## config.mk

```make
export PLATFORM = sky130hd
export DESIGN_NAME = fvhc_ctrl
export DESIGN_NICKNAME = d
export VERILOG_FILES = /design/src/rtl/assert_macros.svh /design/src/rtl/fvhc_pkg.sv /design/src/rtl/fvhc_ctrl.sv
export SDC_FILE = /design/constraint.sdc
export NUM_CORES = 1
export LEC_CHECK = 0
export BUFFER_PORTS_ARGS = -buffer_cell sky130_fd_sc_hd__buf_2
export CAP_MARGIN = 20
export CORE_MARGIN = 2
export CORE_UTILIZATION = 40
export DETAILED_ROUTE_END_ITERATION = 10
export PLACE_DENSITY = 0.68
export REMOVE_ABC_BUFFERS = 1
export SETUP_SLACK_MARGIN = 0.3
export SYNTH_ARGS = -nofsm -noshare
export SYNTH_HDL_FRONTEND = slang
export SYNTH_SLANG_ARGS = --single-unit
```

## constraint.sdc

```tcl
create_clock -name clk_i -period 2 [get_ports clk_i]
set_input_delay 0.5 -clock clk_i [delete_from_list [all_inputs] [get_ports clk_i]]
set_output_delay 0.5 -clock clk_i [all_outputs]
set_load 0.02 [all_outputs]
```

## src/rtl/assert_macros.svh

```systemverilog
`ifndef ASSERT_MACROS_SVH
`define ASSERT_MACROS_SVH

// property checked on every clock edge outside reset
`define ASSERT_PROP(label, prop) \
  label: assert property (@(posedge clk_i) disable iff (!rst_ni) prop) \
    else $error("assertion failed");

// condition that must never be seen
`define ASSERT_NEVER(label, expr) \
  `ASSERT_PROP(label, !(expr))

`endif

```

## src/rtl/fvhc_pkg.sv

```systemverilog
`default_nettype none

package fvhc_pkg;

  typedef enum logic [2:0] {
    ST_IDLE,
    ST_MUL,
    ST_DES,
    ST_SQ,
    ST_SUM,
    ST_ITER,
    ST_HEAD,
    ST_FIN
  } state_e;

  typedef enum logic [1:0] {
    ACT_ZERO  = 2'd0,
    ACT_STOP  = 2'd1,
    ACT_DRIVE = 2'd2
  } action_e;

  localparam logic REG_POSITION_GAIN = 1'b0;
  localparam logic REG_MAX_SPEED     = 1'b1;

  localparam logic [15:0] GainReset     = 16'd256;
  localparam logic [15:0] MaxSpeedReset = 16'd2000;

  localparam int SqrtSteps = 26;
  localparam int MaxIter   = 32;

  typedef struct packed {
    logic       capture;
    logic       mul_en;
    logic       des_en;
    logic       sq_en;
    logic       sum_en;
    logic       step_en;
    logic [4:0] step_idx;
    logic       head_en;
    logic       out_load;
  } cmd_t;

  typedef struct packed {
    logic skip;
  } sts_t;

  function automatic logic [31:0] atan_lut(input logic [4:0] idx);
    logic [31:0] v;
    unique case (idx)
      5'd0:  v = 32'h20000000;
      5'd1:  v = 32'h12E4051E;
      5'd2:  v = 32'h09FB385B;
      5'd3:  v = 32'h051111D4;
      5'd4:  v = 32'h028B0D43;
      5'd5:  v = 32'h0145D7E1;
      5'd6:  v = 32'h00A2F61E;
      5'd7:  v = 32'h00517C55;
      5'd8:  v = 32'h0028BE53;
      5'd9:  v = 32'h00145F2F;
      5'd10: v = 32'h000A2F98;
      5'd11: v = 32'h000517CC;
      5'd12: v = 32'h00028BE6;
      5'd13: v = 32'h000145F3;
      5'd14: v = 32'h0000A2FA;
      5'd15: v = 32'h0000517D;
      5'd16: v = 32'h000028BE;
      5'd17: v = 32'h0000145F;
      5'd18: v = 32'h00000A30;
      5'd19: v = 32'h00000518;
      5'd20: v = 32'h0000028C;
      5'd21: v = 32'h00000146;
      5'd22: v = 32'h000000A3;
      5'd23: v = 32'h00000051;
      5'd24: v = 32'h00000029;
      5'd25: v = 32'h00000014;
      5'd26: v = 32'h0000000A;
      5'd27: v = 32'h00000005;
      5'd28: v = 32'h00000003;
      5'd29: v = 32'h00000001;
      5'd30: v = 32'h00000001;
      5'd31: v = 32'h00000000;
      default: v = 32'h00000000;
    endcase
    return v;
  endfunction

endpackage

`default_nettype wire

```

## src/rtl/fvhc_ctrl.sv

```systemverilog
`default_nettype none

module fvhc_ctrl
  import fvhc_pkg::*;
#(
  parameter int CORDIC_ITERATIONS = 24
) (
  input  wire logic clk_i,
  input  wire logic rst_ni,
  input  wire logic in_valid_i,
  output logic      in_ready_o,
  input  wire logic out_ready_i,
  output logic      out_valid_o,
  input  wire sts_t sts_i,
  output cmd_t      cmd_o
);

  localparam int IterEff = (CORDIC_ITERATIONS > MaxIter) ? MaxIter : CORDIC_ITERATIONS;
  localparam int NSteps  = (IterEff > SqrtSteps) ? IterEff : SqrtSteps;

  state_e     state_q, state_d;
  logic [4:0] step_q, step_d;
  logic       out_valid_q, out_valid_d;

  always_ff @(posedge clk_i or negedge rst_ni) begin
    if (!rst_ni) begin
      state_q     <= ST_IDLE;
      step_q      <= '0;
      out_valid_q <= 1'b0;
    end else begin
      state_q     <= state_d;
      step_q      <= step_d;
      out_valid_q <= out_valid_d;
    end
  end

  always_comb begin
    state_d    = state_q;
    step_d     = step_q;
    cmd_o      = '0;
    in_ready_o = 1'b0;
    unique case (state_q)
      ST_IDLE: begin
        in_ready_o = 1'b1;
        if (in_valid_i) begin
          cmd_o.capture = 1'b1;
          state_d       = ST_MUL;
        end
      end
      ST_MUL: begin
        cmd_o.mul_en = 1'b1;
        state_d      = ST_DES;
      end
      ST_DES: begin
        cmd_o.des_en = 1'b1;
        state_d      = ST_SQ;
      end
      ST_SQ: begin
        cmd_o.sq_en = 1'b1;
        if (sts_i.skip) begin
          state_d = ST_FIN;
        end else begin
          state_d = ST_SUM;
        end
      end
      ST_SUM: begin
        cmd_o.sum_en = 1'b1;
        step_d       = '0;
        state_d      = ST_ITER;
      end
      ST_ITER: begin
        cmd_o.step_en  = 1'b1;
        cmd_o.step_idx = step_q;
        if (step_q == 5'(NSteps - 1)) begin
          state_d = ST_HEAD;
        end else begin
          step_d = step_q + 5'd1;
        end
      end
      ST_HEAD: begin
        cmd_o.head_en = 1'b1;
        state_d       = ST_FIN;
      end
      ST_FIN: begin
        if (!out_valid_q || out_ready_i) begin
          cmd_o.out_load = 1'b1;
          state_d        = ST_IDLE;
        end
      end
      default: state_d = ST_IDLE;
    endcase
  end

  always_comb begin
    if (cmd_o.out_load) begin
      out_valid_d = 1'b1;
    end else if (out_ready_i) begin
      out_valid_d = 1'b0;
    end else begin
      out_valid_d = out_valid_q;
    end
  end

  assign out_valid_o = out_valid_q;

endmodule

`default_nettype wire

```

# Word level (Yosys, flattened, before mapping)
# Index checks and enable logic that the tools add are counted.
[op_classes] n_addsub=1 eq_ne=12 n_mux=20 n_reduce_logical=7
[op_table] operator="$pmux W3 S8" count=1
[op_table] operator="$eq A3 B3 Y1 const B" count=4
[op_table] operator="$mux W1" count=12
[op_table] operator="$pmux W5 S2" count=1
[op_table] operator="$mux W3" count=3
[op_table] operator="$ne A2 B2 Y1 const B" count=4
[op_table] operator="$eq A3 B2 Y1 const B" count=2
[op_table] operator="$mux W6" count=1
[op_table] operator="$add A5 B1 Y5 const B" count=1
[op_table] operator="$eq A5 B5 Y1 const B" count=1
[op_table] operator="$mux W5" count=1
[op_table] operator="$reduce_bool A2 Y1" count=2
[op_table] operator="$eq A3 B1 Y1 const B" count=1
[op_table] operator="$logic_not A3 Y1" count=1
[op_table] operator="$reduce_and A3 Y1" count=1
[op_table] operator="$mux W2" count=1
[op_table] operator="$reduce_and A2 Y1" count=1
[op_table] operator="$logic_not A1 Y1" count=1
[op_table] operator="$logic_or A1 B1 Y1" count=1
[word_totals] register_bits=9

# Depth between registers and ports, before layout
# Gate-level depths: netlist (run 1).
[depth] word_depth=5 ltp_mapped=5 mapped_depth_nobuf=5

# Worst setup path before layout (run 1)
# Ideal clock, no wire load.
[synth_timing] kind="reg-to-output" start="register state_q[2]" end="output port cmd_o[12] in the netlist's numbering" arrival_time_ns=1.467 required_time_ns=1.500 slack_ns=0.033 path_stages_with_launch=4 n_path_buf=1 cell_sequence="dfrtp_1 clkbuf_1 nor3_1 and2_1"
[synth_rtl] item="start, declared" line="fvhc_ctrl.sv:21" text="state_e state_q, state_d;"
[synth_rtl] item="start signal, assigned" line="fvhc_ctrl.sv:31" text="state_q <= state_d;"
[synth_rtl] item="end, declared" line="fvhc_ctrl.sv:15" text="output cmd_t cmd_o"

==> results of run 1 <==
## sequential cells by signal, summed over array words and instances, names as in the netlist
signal / cells
state_q: 3
out_valid_o: 1
step_q: 5
## cells by family (layout without fill, tap and decap cells)
| family | Yosys count | in the layout | share of synthesized area |
|---|---|---|---|
| simple gates | 27 | 28 | 0.286 |
| fa+ha+maj | 2 | 2 | 0.0426 |
| mux | 3 | 3 | 0.0512 |
| buf+inv | 12 | 45 | 0.100 |
| flops | 9 | 9 | 0.384 |
| compound gates | 11 | 11 | 0.136 |
## metal layers
metal | up-vias | share of wire | wire length, um
li1 | 297 | - | -
met1 | 281 | 0.43 | 755
met2 | 11 | 0.52 | 901
met3 | 5 | 0.038 | 66
met4 | 0 | 0.013 | 23
met5 | - | 0 | 0
## worst min path at each step
stage          startpoint                      end  slack [ns]  depth (start not counted)
6_report           rst_ni    step_q[3]$_DFFE_PN0P_        0.07                          1
5_1_grt            rst_ni    step_q[2]$_DFFE_PN0P_        0.07                          1
4_1_cts            rst_ni    step_q[3]$_DFFE_PN0P_        0.07                          1
3_5_place_dp       rst_ni    step_q[3]$_DFFE_PN0P_        0.37                          1
3_3_place_gp       rst_ni    step_q[3]$_DFFE_PN0P_        0.37                          1
2_1_floorplan      rst_ni  out_valid_o$_DFFE_PN0P_        0.20                          0
## cell usage in the layout (no fill, tap or decap), types with 2 or more instances in the layout
cell type / count
sky130_fd_sc_hd__inv_1: 4
sky130_fd_sc_hd__nand4b_1: 2
sky130_fd_sc_hd__nand2_1: 6
sky130_fd_sc_hd__and2_4: 4
sky130_fd_sc_hd__ha_1: 2
sky130_fd_sc_hd__o22ai_1: 2
sky130_fd_sc_hd__buf_2: 6
sky130_fd_sc_hd__nor2b_1: 2
sky130_fd_sc_hd__buf_6: 13
sky130_fd_sc_hd__mux2i_1: 3
sky130_fd_sc_hd__and3b_2: 2
sky130_fd_sc_hd__buf_4: 15
sky130_fd_sc_hd__dfrtp_1: 8
sky130_fd_sc_hd__clkbuf_4: 3
sky130_fd_sc_hd__inv_2: 2
## worst max-delay path: stages, from the launching register on
cell and delay (ns):
sky130_fd_sc_hd__dfrtp_1 0.43, sky130_fd_sc_hd__or3b_4 0.45, sky130_fd_sc_hd__inv_4 0.07, sky130_fd_sc_hd__buf_6 0.11
## metrics by stage
stage                util  cells
global placement    0.512     95
detailed placement  0.512     95
global route        0.709    113
CTS                 0.667    112
finish              0.709    113
floorplan               -     59
## layout make-up
cell class                 count  area, um2
inverter                       7       28.8
sequential                     9        226
fill                         103        388
multi-input combinational     44        357
clock buffer                   4       26.3
tap                           15       18.8
timing repair buffer          34        289
## repair_timing
item | 4_1_cts | 5_1_grt
buffers inserted | 12 | 1
gates cloned | 1 | 0
hold buffers | 0 | 0
hold endpoints to repair | 0 | 0
resized for setup | 27 | 15
setup endpoints to repair | 12 | 14
pin swaps | 3 | 3
## power by group through the flow
| stage | Clock [mW] | Combinational, mW | Sequential [mW] |
|---|---|---|---|
| 2_1_floorplan | 0 | 0.404 | 0.371 |
| 3_3_place_gp | 0 | 0.621 | 0.348 |
| 3_5_place_dp | 0 | 0.634 | 0.354 |
| 4_1_cts | 0.151 | 0.924 | 0.357 |
| 5_1_grt | 0.158 | 1.12 | 0.373 |
| 6_report | 0.146 | 1.05 | 0.362 |
==> flow_metrics.py, run 1 <==
metrics = {
    "status": {
        "run_status": "completed",
    },
    "power": {
        "p_leak_nw": 0.489,
        "power.net_switching_mw": 0.685,
        "power_density_nw_per_um2": 1650,
        "clkPwrFrac": 0.094,
        "share_comb_of_total_power": 0.674,
        "internal_power_of_the_cells_mw": 0.875,
        "ir_drop_v": 0.000914,
        "share_seq_of_total_power": 0.232,
        "power_total_mw": 1.56,
        "sw_frac_of_total": 0.439,
    },
    "placed_design": {
        "detailed_place_hpwl_um": 939,
        "pre_cts_slack_ns": 0.293,
        "dp_area_um2": 683,
        "port_buffers": 19,
        "place_congestion": 0.737,
    },
    "global_routing": {
        "first_global_vias": 546,
        "grt.total_usage": 0.205,
        "grt_antenna_before_repair": 0,
        "grt_busiest_layer": "met2",
        "grt_start_max_net_pins": 11,
        "globalRouteMet3Util": 0.0819,
        "grt_overflow_total": 0,
        "grt_use_met2": 0.351,
        "first_pass_grt_wire_length_um": 2680,
        "use_met1": 0.228,
    },
    "critical_path": {
        "reg2regPathDepth": 5,
        "setup.worst_path.start": "state_q[0]$_DFFE_PN0P_",
        "regToRegEndpoint": "step_q[4]$_DFFE_PN0P_",
        "crit_end": "cmd_o[8]",
        "cp.required_ns": 1.50,
        "regToRegStartpoint": "state_q[1]$_DFFE_PN0P_",
        "worstPathArrival_ns": 1.32,
        "cp-start-kind": "register",
        "worstPathMaxFanout": 5,
        "critPathKind": "register to output port",
        "worst_setup_path_end_kind": "output port",
        "setup.reg_to_reg.worst_slack_ns": 0.49,
    },
    "timing": {
        "post-route-worst-setup-slack_ns": 0.175,
        "grt_setup_unrepaired": "true",
        "maxSlewHeadroom": 0.732,
        "slew_violations": 0,
        "fmax_ghz": 0.548,
        "layout_worst_path_cycle_share": 0.912,
        "final.min_clock_period_ns": 1.82,
        "worstMarginPinSlew_ns": 0.402,
        "hold_slack_ns": 0.0699,
        "setup_viol": 0,
        "final.setup_skew_ns": 0.00226,
        "setup-tns-final_ns": 0,
        "hold_violations": 0,
    },
    "floorplan": {
        "chipHeight_um": 42.3,
        "top_level_ports": 20,
        "die_footprint_um2": 1790,
        "number_of_standard_cell_rows_in_the_floorplan": 13,
        "start_util": 0.440,
        "die_x_um": 42.3,
        "core_region_area_um2": 1330,
    },
    "clock_network": {
        "ctsHtreeMaxLevel": 1,
        "cts_tree": "done",
        "root_buffer": "sky130_fd_sc_hd__clkbuf_4",
        "clock_latency_ns": 0.27,
        "numClockSinks": 9,
        "cts.reportedPaths.clkPinSlew_ns": 0.06,
        "cts_inserted_buffers": 3,
        "cts_buffer_depth": 2,
    },
    "logic_synthesis": {
        "synth_ff_type": "sky130_fd_sc_hd__dfrtp_1",
        "post-synth-top-count-cell": "sky130_fd_sc_hd__dfrtp_1",
        "synth_async_sr_flop_share": 1.00,
        "yosysWarnings": 0,
        "synth.distinct_cells": 32,
        "yosysTopAreaCellShare": 0.384,
        "synth_enable_flop_cells": 0,
        "register_area_share_after_synthesis": 0.384,
        "synthesis.area_um2": 587,
        "most_common_library_cells_after_synthesis": "9 x sky130_fd_sc_hd__dfrtp_1, 6 x sky130_fd_sc_hd__inv_1, 6 x sky130_fd_sc_hd__nand2_1, 5 x sky130_fd_sc_hd__and2_1",
        "ys_ff_latch": 9,
        "syn-mean-instance-area_um2": 9.17,
        "synth_cells": 64,
        "synth.largest_area_cell": "sky130_fd_sc_hd__dfrtp_1",
        "ys_top_cells_by_area": "sky130_fd_sc_hd__dfrtp_1 38%, sky130_fd_sc_hd__and2_1 5.3%, sky130_fd_sc_hd__mux2i_1 5.1%",
    },
    "routing": {
        "dr.pass1.iters": 2,
        "wl_per_cell_um": 15.5,
        "number_of_antenna_violating_nets_in_the_routed_design": 0,
        "detailroute.via_count": 594,
        "drt_first_iter_violations": 2,
        "remaining_drc_errors": 0,
        "finalWirelength_um": 1750,
        "vias_per_cell": 5.26,
    },
    "layout": {
        "stdcell_area_um2": 946,
        "syn_to_final_growth_pct": 61.2,
        "antenna-diode-count": 0,
        "layout.nets": 106,
        "ratio_of_cells_with_drive_above_1_in_the_final_layout": 0.551,
    },
    "flow_run": {
        "max_cap_violations": 0,
    },
    "hold_path": {
        "hp-class": "primary input to asynchronous set/reset pin",
    },
}
Power figures use the tool's default switching activity.
==> inputs of run 2 (changes only) <==
- PLACE_DENSITY: 0.68 -> not set
- PLACE_DENSITY_LB_ADDON: not set -> 0.25
- clock period: 2 -> 2.15 ns (I/O delays scaled with it)
==> run 2 against run 1 <==
  * First-iteration DRC count grew to 5.0 times the previous value
  * Final cell count shrank 2.7%
  * Non-clock buffer count shrank 2
  * Clock power is 8% lower
  * Global-route usage shrank 5.0 points
  * Cell area down 9.0%
  * Register-to-register slack improved by 0.14 ns
  * Critical path depth did not move
  * Worst hold slack improved by 0.038 ns
  * Sequential cell count stayed put
  * Utilization decreased by 6.4 points
  * Critical path type unchanged
  * Critical endpoint unchanged
  * Largest cell class unchanged
==> flow_metrics.py, run 2 (same netlist as run 1, synthesis figures left out) <==
metrics = {
    "floorplan": {
        "start_util": 0.440,
        "chipHeight_um": 42.3,
        "number_of_standard_cell_rows_in_the_floorplan": 13,
        "core_region_area_um2": 1330,
        "die_footprint_um2": 1790,
        "die_x_um": 42.3,
        "top_level_ports": 20,
    },
    "timing": {
        "setup_viol": 0,
        "hold_slack_ns": 0.108,
        "post-route-worst-setup-slack_ns": 0.295,
        "hold_violations": 0,
        "final.min_clock_period_ns": 1.86,
        "slew_violations": 0,
        "setup-tns-final_ns": 0,
        "grt_setup_unrepaired": "true",
        "layout_worst_path_cycle_share": 0.863,
        "final.setup_skew_ns": 0.00204,
        "worstMarginPinSlew_ns": 0.259,
        "fmax_ghz": 0.539,
        "maxSlewHeadroom": 0.826,
    },
    "power": {
        "ir_drop_v": 0.000878,
        "p_leak_nw": 0.469,
        "power_density_nw_per_um2": 1480,
        "power_total_mw": 1.27,
    },
    "critical_path": {
        "worst_setup_path_end_kind": "output port",
        "worstPathMaxFanout": 7,
        "cp.required_ns": 1.61,
        "setup.worst_path.start": "state_q[0]$_DFFE_PN0P_",
        "critPathKind": "register to output port",
        "worstPathArrival_ns": 1.32,
        "cp-start-kind": "register",
        "regToRegStartpoint": "state_q[1]$_DFFE_PN0P_",
    },
    "global_routing": {
        "first_global_vias": 513,
        "grt_antenna_before_repair": 0,
        "grt_overflow_total": 0,
        "first_pass_grt_wire_length_um": 2140,
        "grt_start_max_net_pins": 10,
        "grt.total_usage": 0.156,
    },
    "flow_run": {
        "max_cap_violations": 0,
    },
    "placed_design": {
        "dp_area_um2": 676,
        "pre_cts_slack_ns": 0.376,
        "place_congestion": 0.722,
        "detailed_place_hpwl_um": 900,
        "cell_count_after_placement": 94,
        "port_buffers": 19,
    },
    "routing": {
        "vias_per_cell": 5.30,
        "remaining_drc_errors": 0,
        "dr.pass1.iters": 4,
        "number_of_antenna_violating_nets_in_the_routed_design": 0,
        "finalWirelength_um": 1450,
        "drt_first_iter_violations": 10,
        "wl_per_cell_um": 13.1,
        "detailroute.via_count": 583,
    },
    "clock_network": {
        "postCtsHoldBufs": 0,
        "numClockSinks": 9,
        "clock_latency_ns": 0.27,
        "ctsHtreeMaxLevel": 1,
        "cts_inserted_buffers": 3,
        "root_buffer": "sky130_fd_sc_hd__clkbuf_4",
        "cts.reportedPaths.clkPinSlew_ns": 0.07,
        "cts_tree": "done",
        "cts_buffer_depth": 2,
    },
    "layout": {
        "num-fill-cells": 121,
        "mostFrequentLayoutCell": "sky130_fd_sc_hd__buf_4",
        "final_core_utilization": 0.645,
        "ratio_of_cells_with_drive_above_1_in_the_final_layout": 0.505,
        "most-common-layout-cells": "17 x sky130_fd_sc_hd__buf_4, 11 x sky130_fd_sc_hd__buf_2, 6 x sky130_fd_sc_hd__nand2_1, 6 x sky130_fd_sc_hd__dfrtp_1, 5 x sky130_fd_sc_hd__inv_1",
        "top_register": "step_q",
        "stdcell_area_um2": 861,
        "syn_to_final_growth_pct": 46.7,
        "post_layout_nonfiller_instances": 110,
        "largest_reg_flops": 5,
        "layout.nets": 103,
        "antenna-diode-count": 0,
    },
    "status": {
        "run_status": "completed",
    },
    "hold_path": {
        "hp-class": "primary input to asynchronous set/reset pin",
    },
}
## run 2: changes by cell type in the layout (fill, tap and decap cells not counted), sizes merged
| cell | previous run | this run |
|---|---|---|
| clkbuf | 4 | 3 |
| and3b | 3 | 2 |
| buf | 34 | 31 |
| clkinv | 0 | 1 |
| dlymetal6s2s | 0 | 1 |
## run 2: metal layers
metal | wire length (um) | vias up | global-route usage
met5 | 0 | - | 0
met4 | 7 | 0 | 0.0250
met3 | 74 | 2 | 0.0647
met2 | 757 | 15 | 0.271
met1 | 607 | 280 | 0.180
li1 | - | 286 | -
## run 2: final timing paths
kind	end	slack, ns	cells after the start
worst min register to register	step_q[3]$_DFFE_PN0P_	0.53	1
worst max register to register	step_q[4]$_DFFE_PN0P_	0.63	5
min in group clk_i	step_q[3]$_DFFE_PN0P_	0.53	1
worst min-delay path	step_q[3]$_DFFE_PN0P_	0.11	1
worst max-delay path	cmd_o[8]	0.29	3
max in group asynchronous	state_q[0]$_DFFE_PN0P_	1.85	1
## run 2: layout make-up
type	count	area, um2	share of cell area
well taps	15	18.8	0.0218
repair buffers	32	229	0.266
clock buffers	3	22.5	0.0262
inverters	7	26.3	0.0305
clock inverters	1	5.00	0.00581
multi-input cells	43	330	0.384
flip-flops and latches	9	229	0.266
## run 2: what timing repair did
item | CTS | global route
endpoints found under the hold margin | 0 | 0
setup endpoints to repair | 8 | 10
setup buffers | 7 | 5
gates resized for setup | 8 | 14
pin swaps | 2 | 3
cloned | 0 | 0
## run 2: where the power goes
group | internal (mW) | leakage (nW) | switching (mW)
Sequential | 0.247 | 0.110 | 0.0993
Combinational | 0.396 | 0.342 | 0.398
Clock | 0.0689 | 0.0177 | 0.0656
## run 2: worst max-delay path, cell delays in order (launching register included)
cell,delay [ns]
sky130_fd_sc_hd__dfrtp_2,0.44
sky130_fd_sc_hd__or3b_4,0.42
sky130_fd_sc_hd__inv_2,0.08
sky130_fd_sc_hd__buf_6,0.11
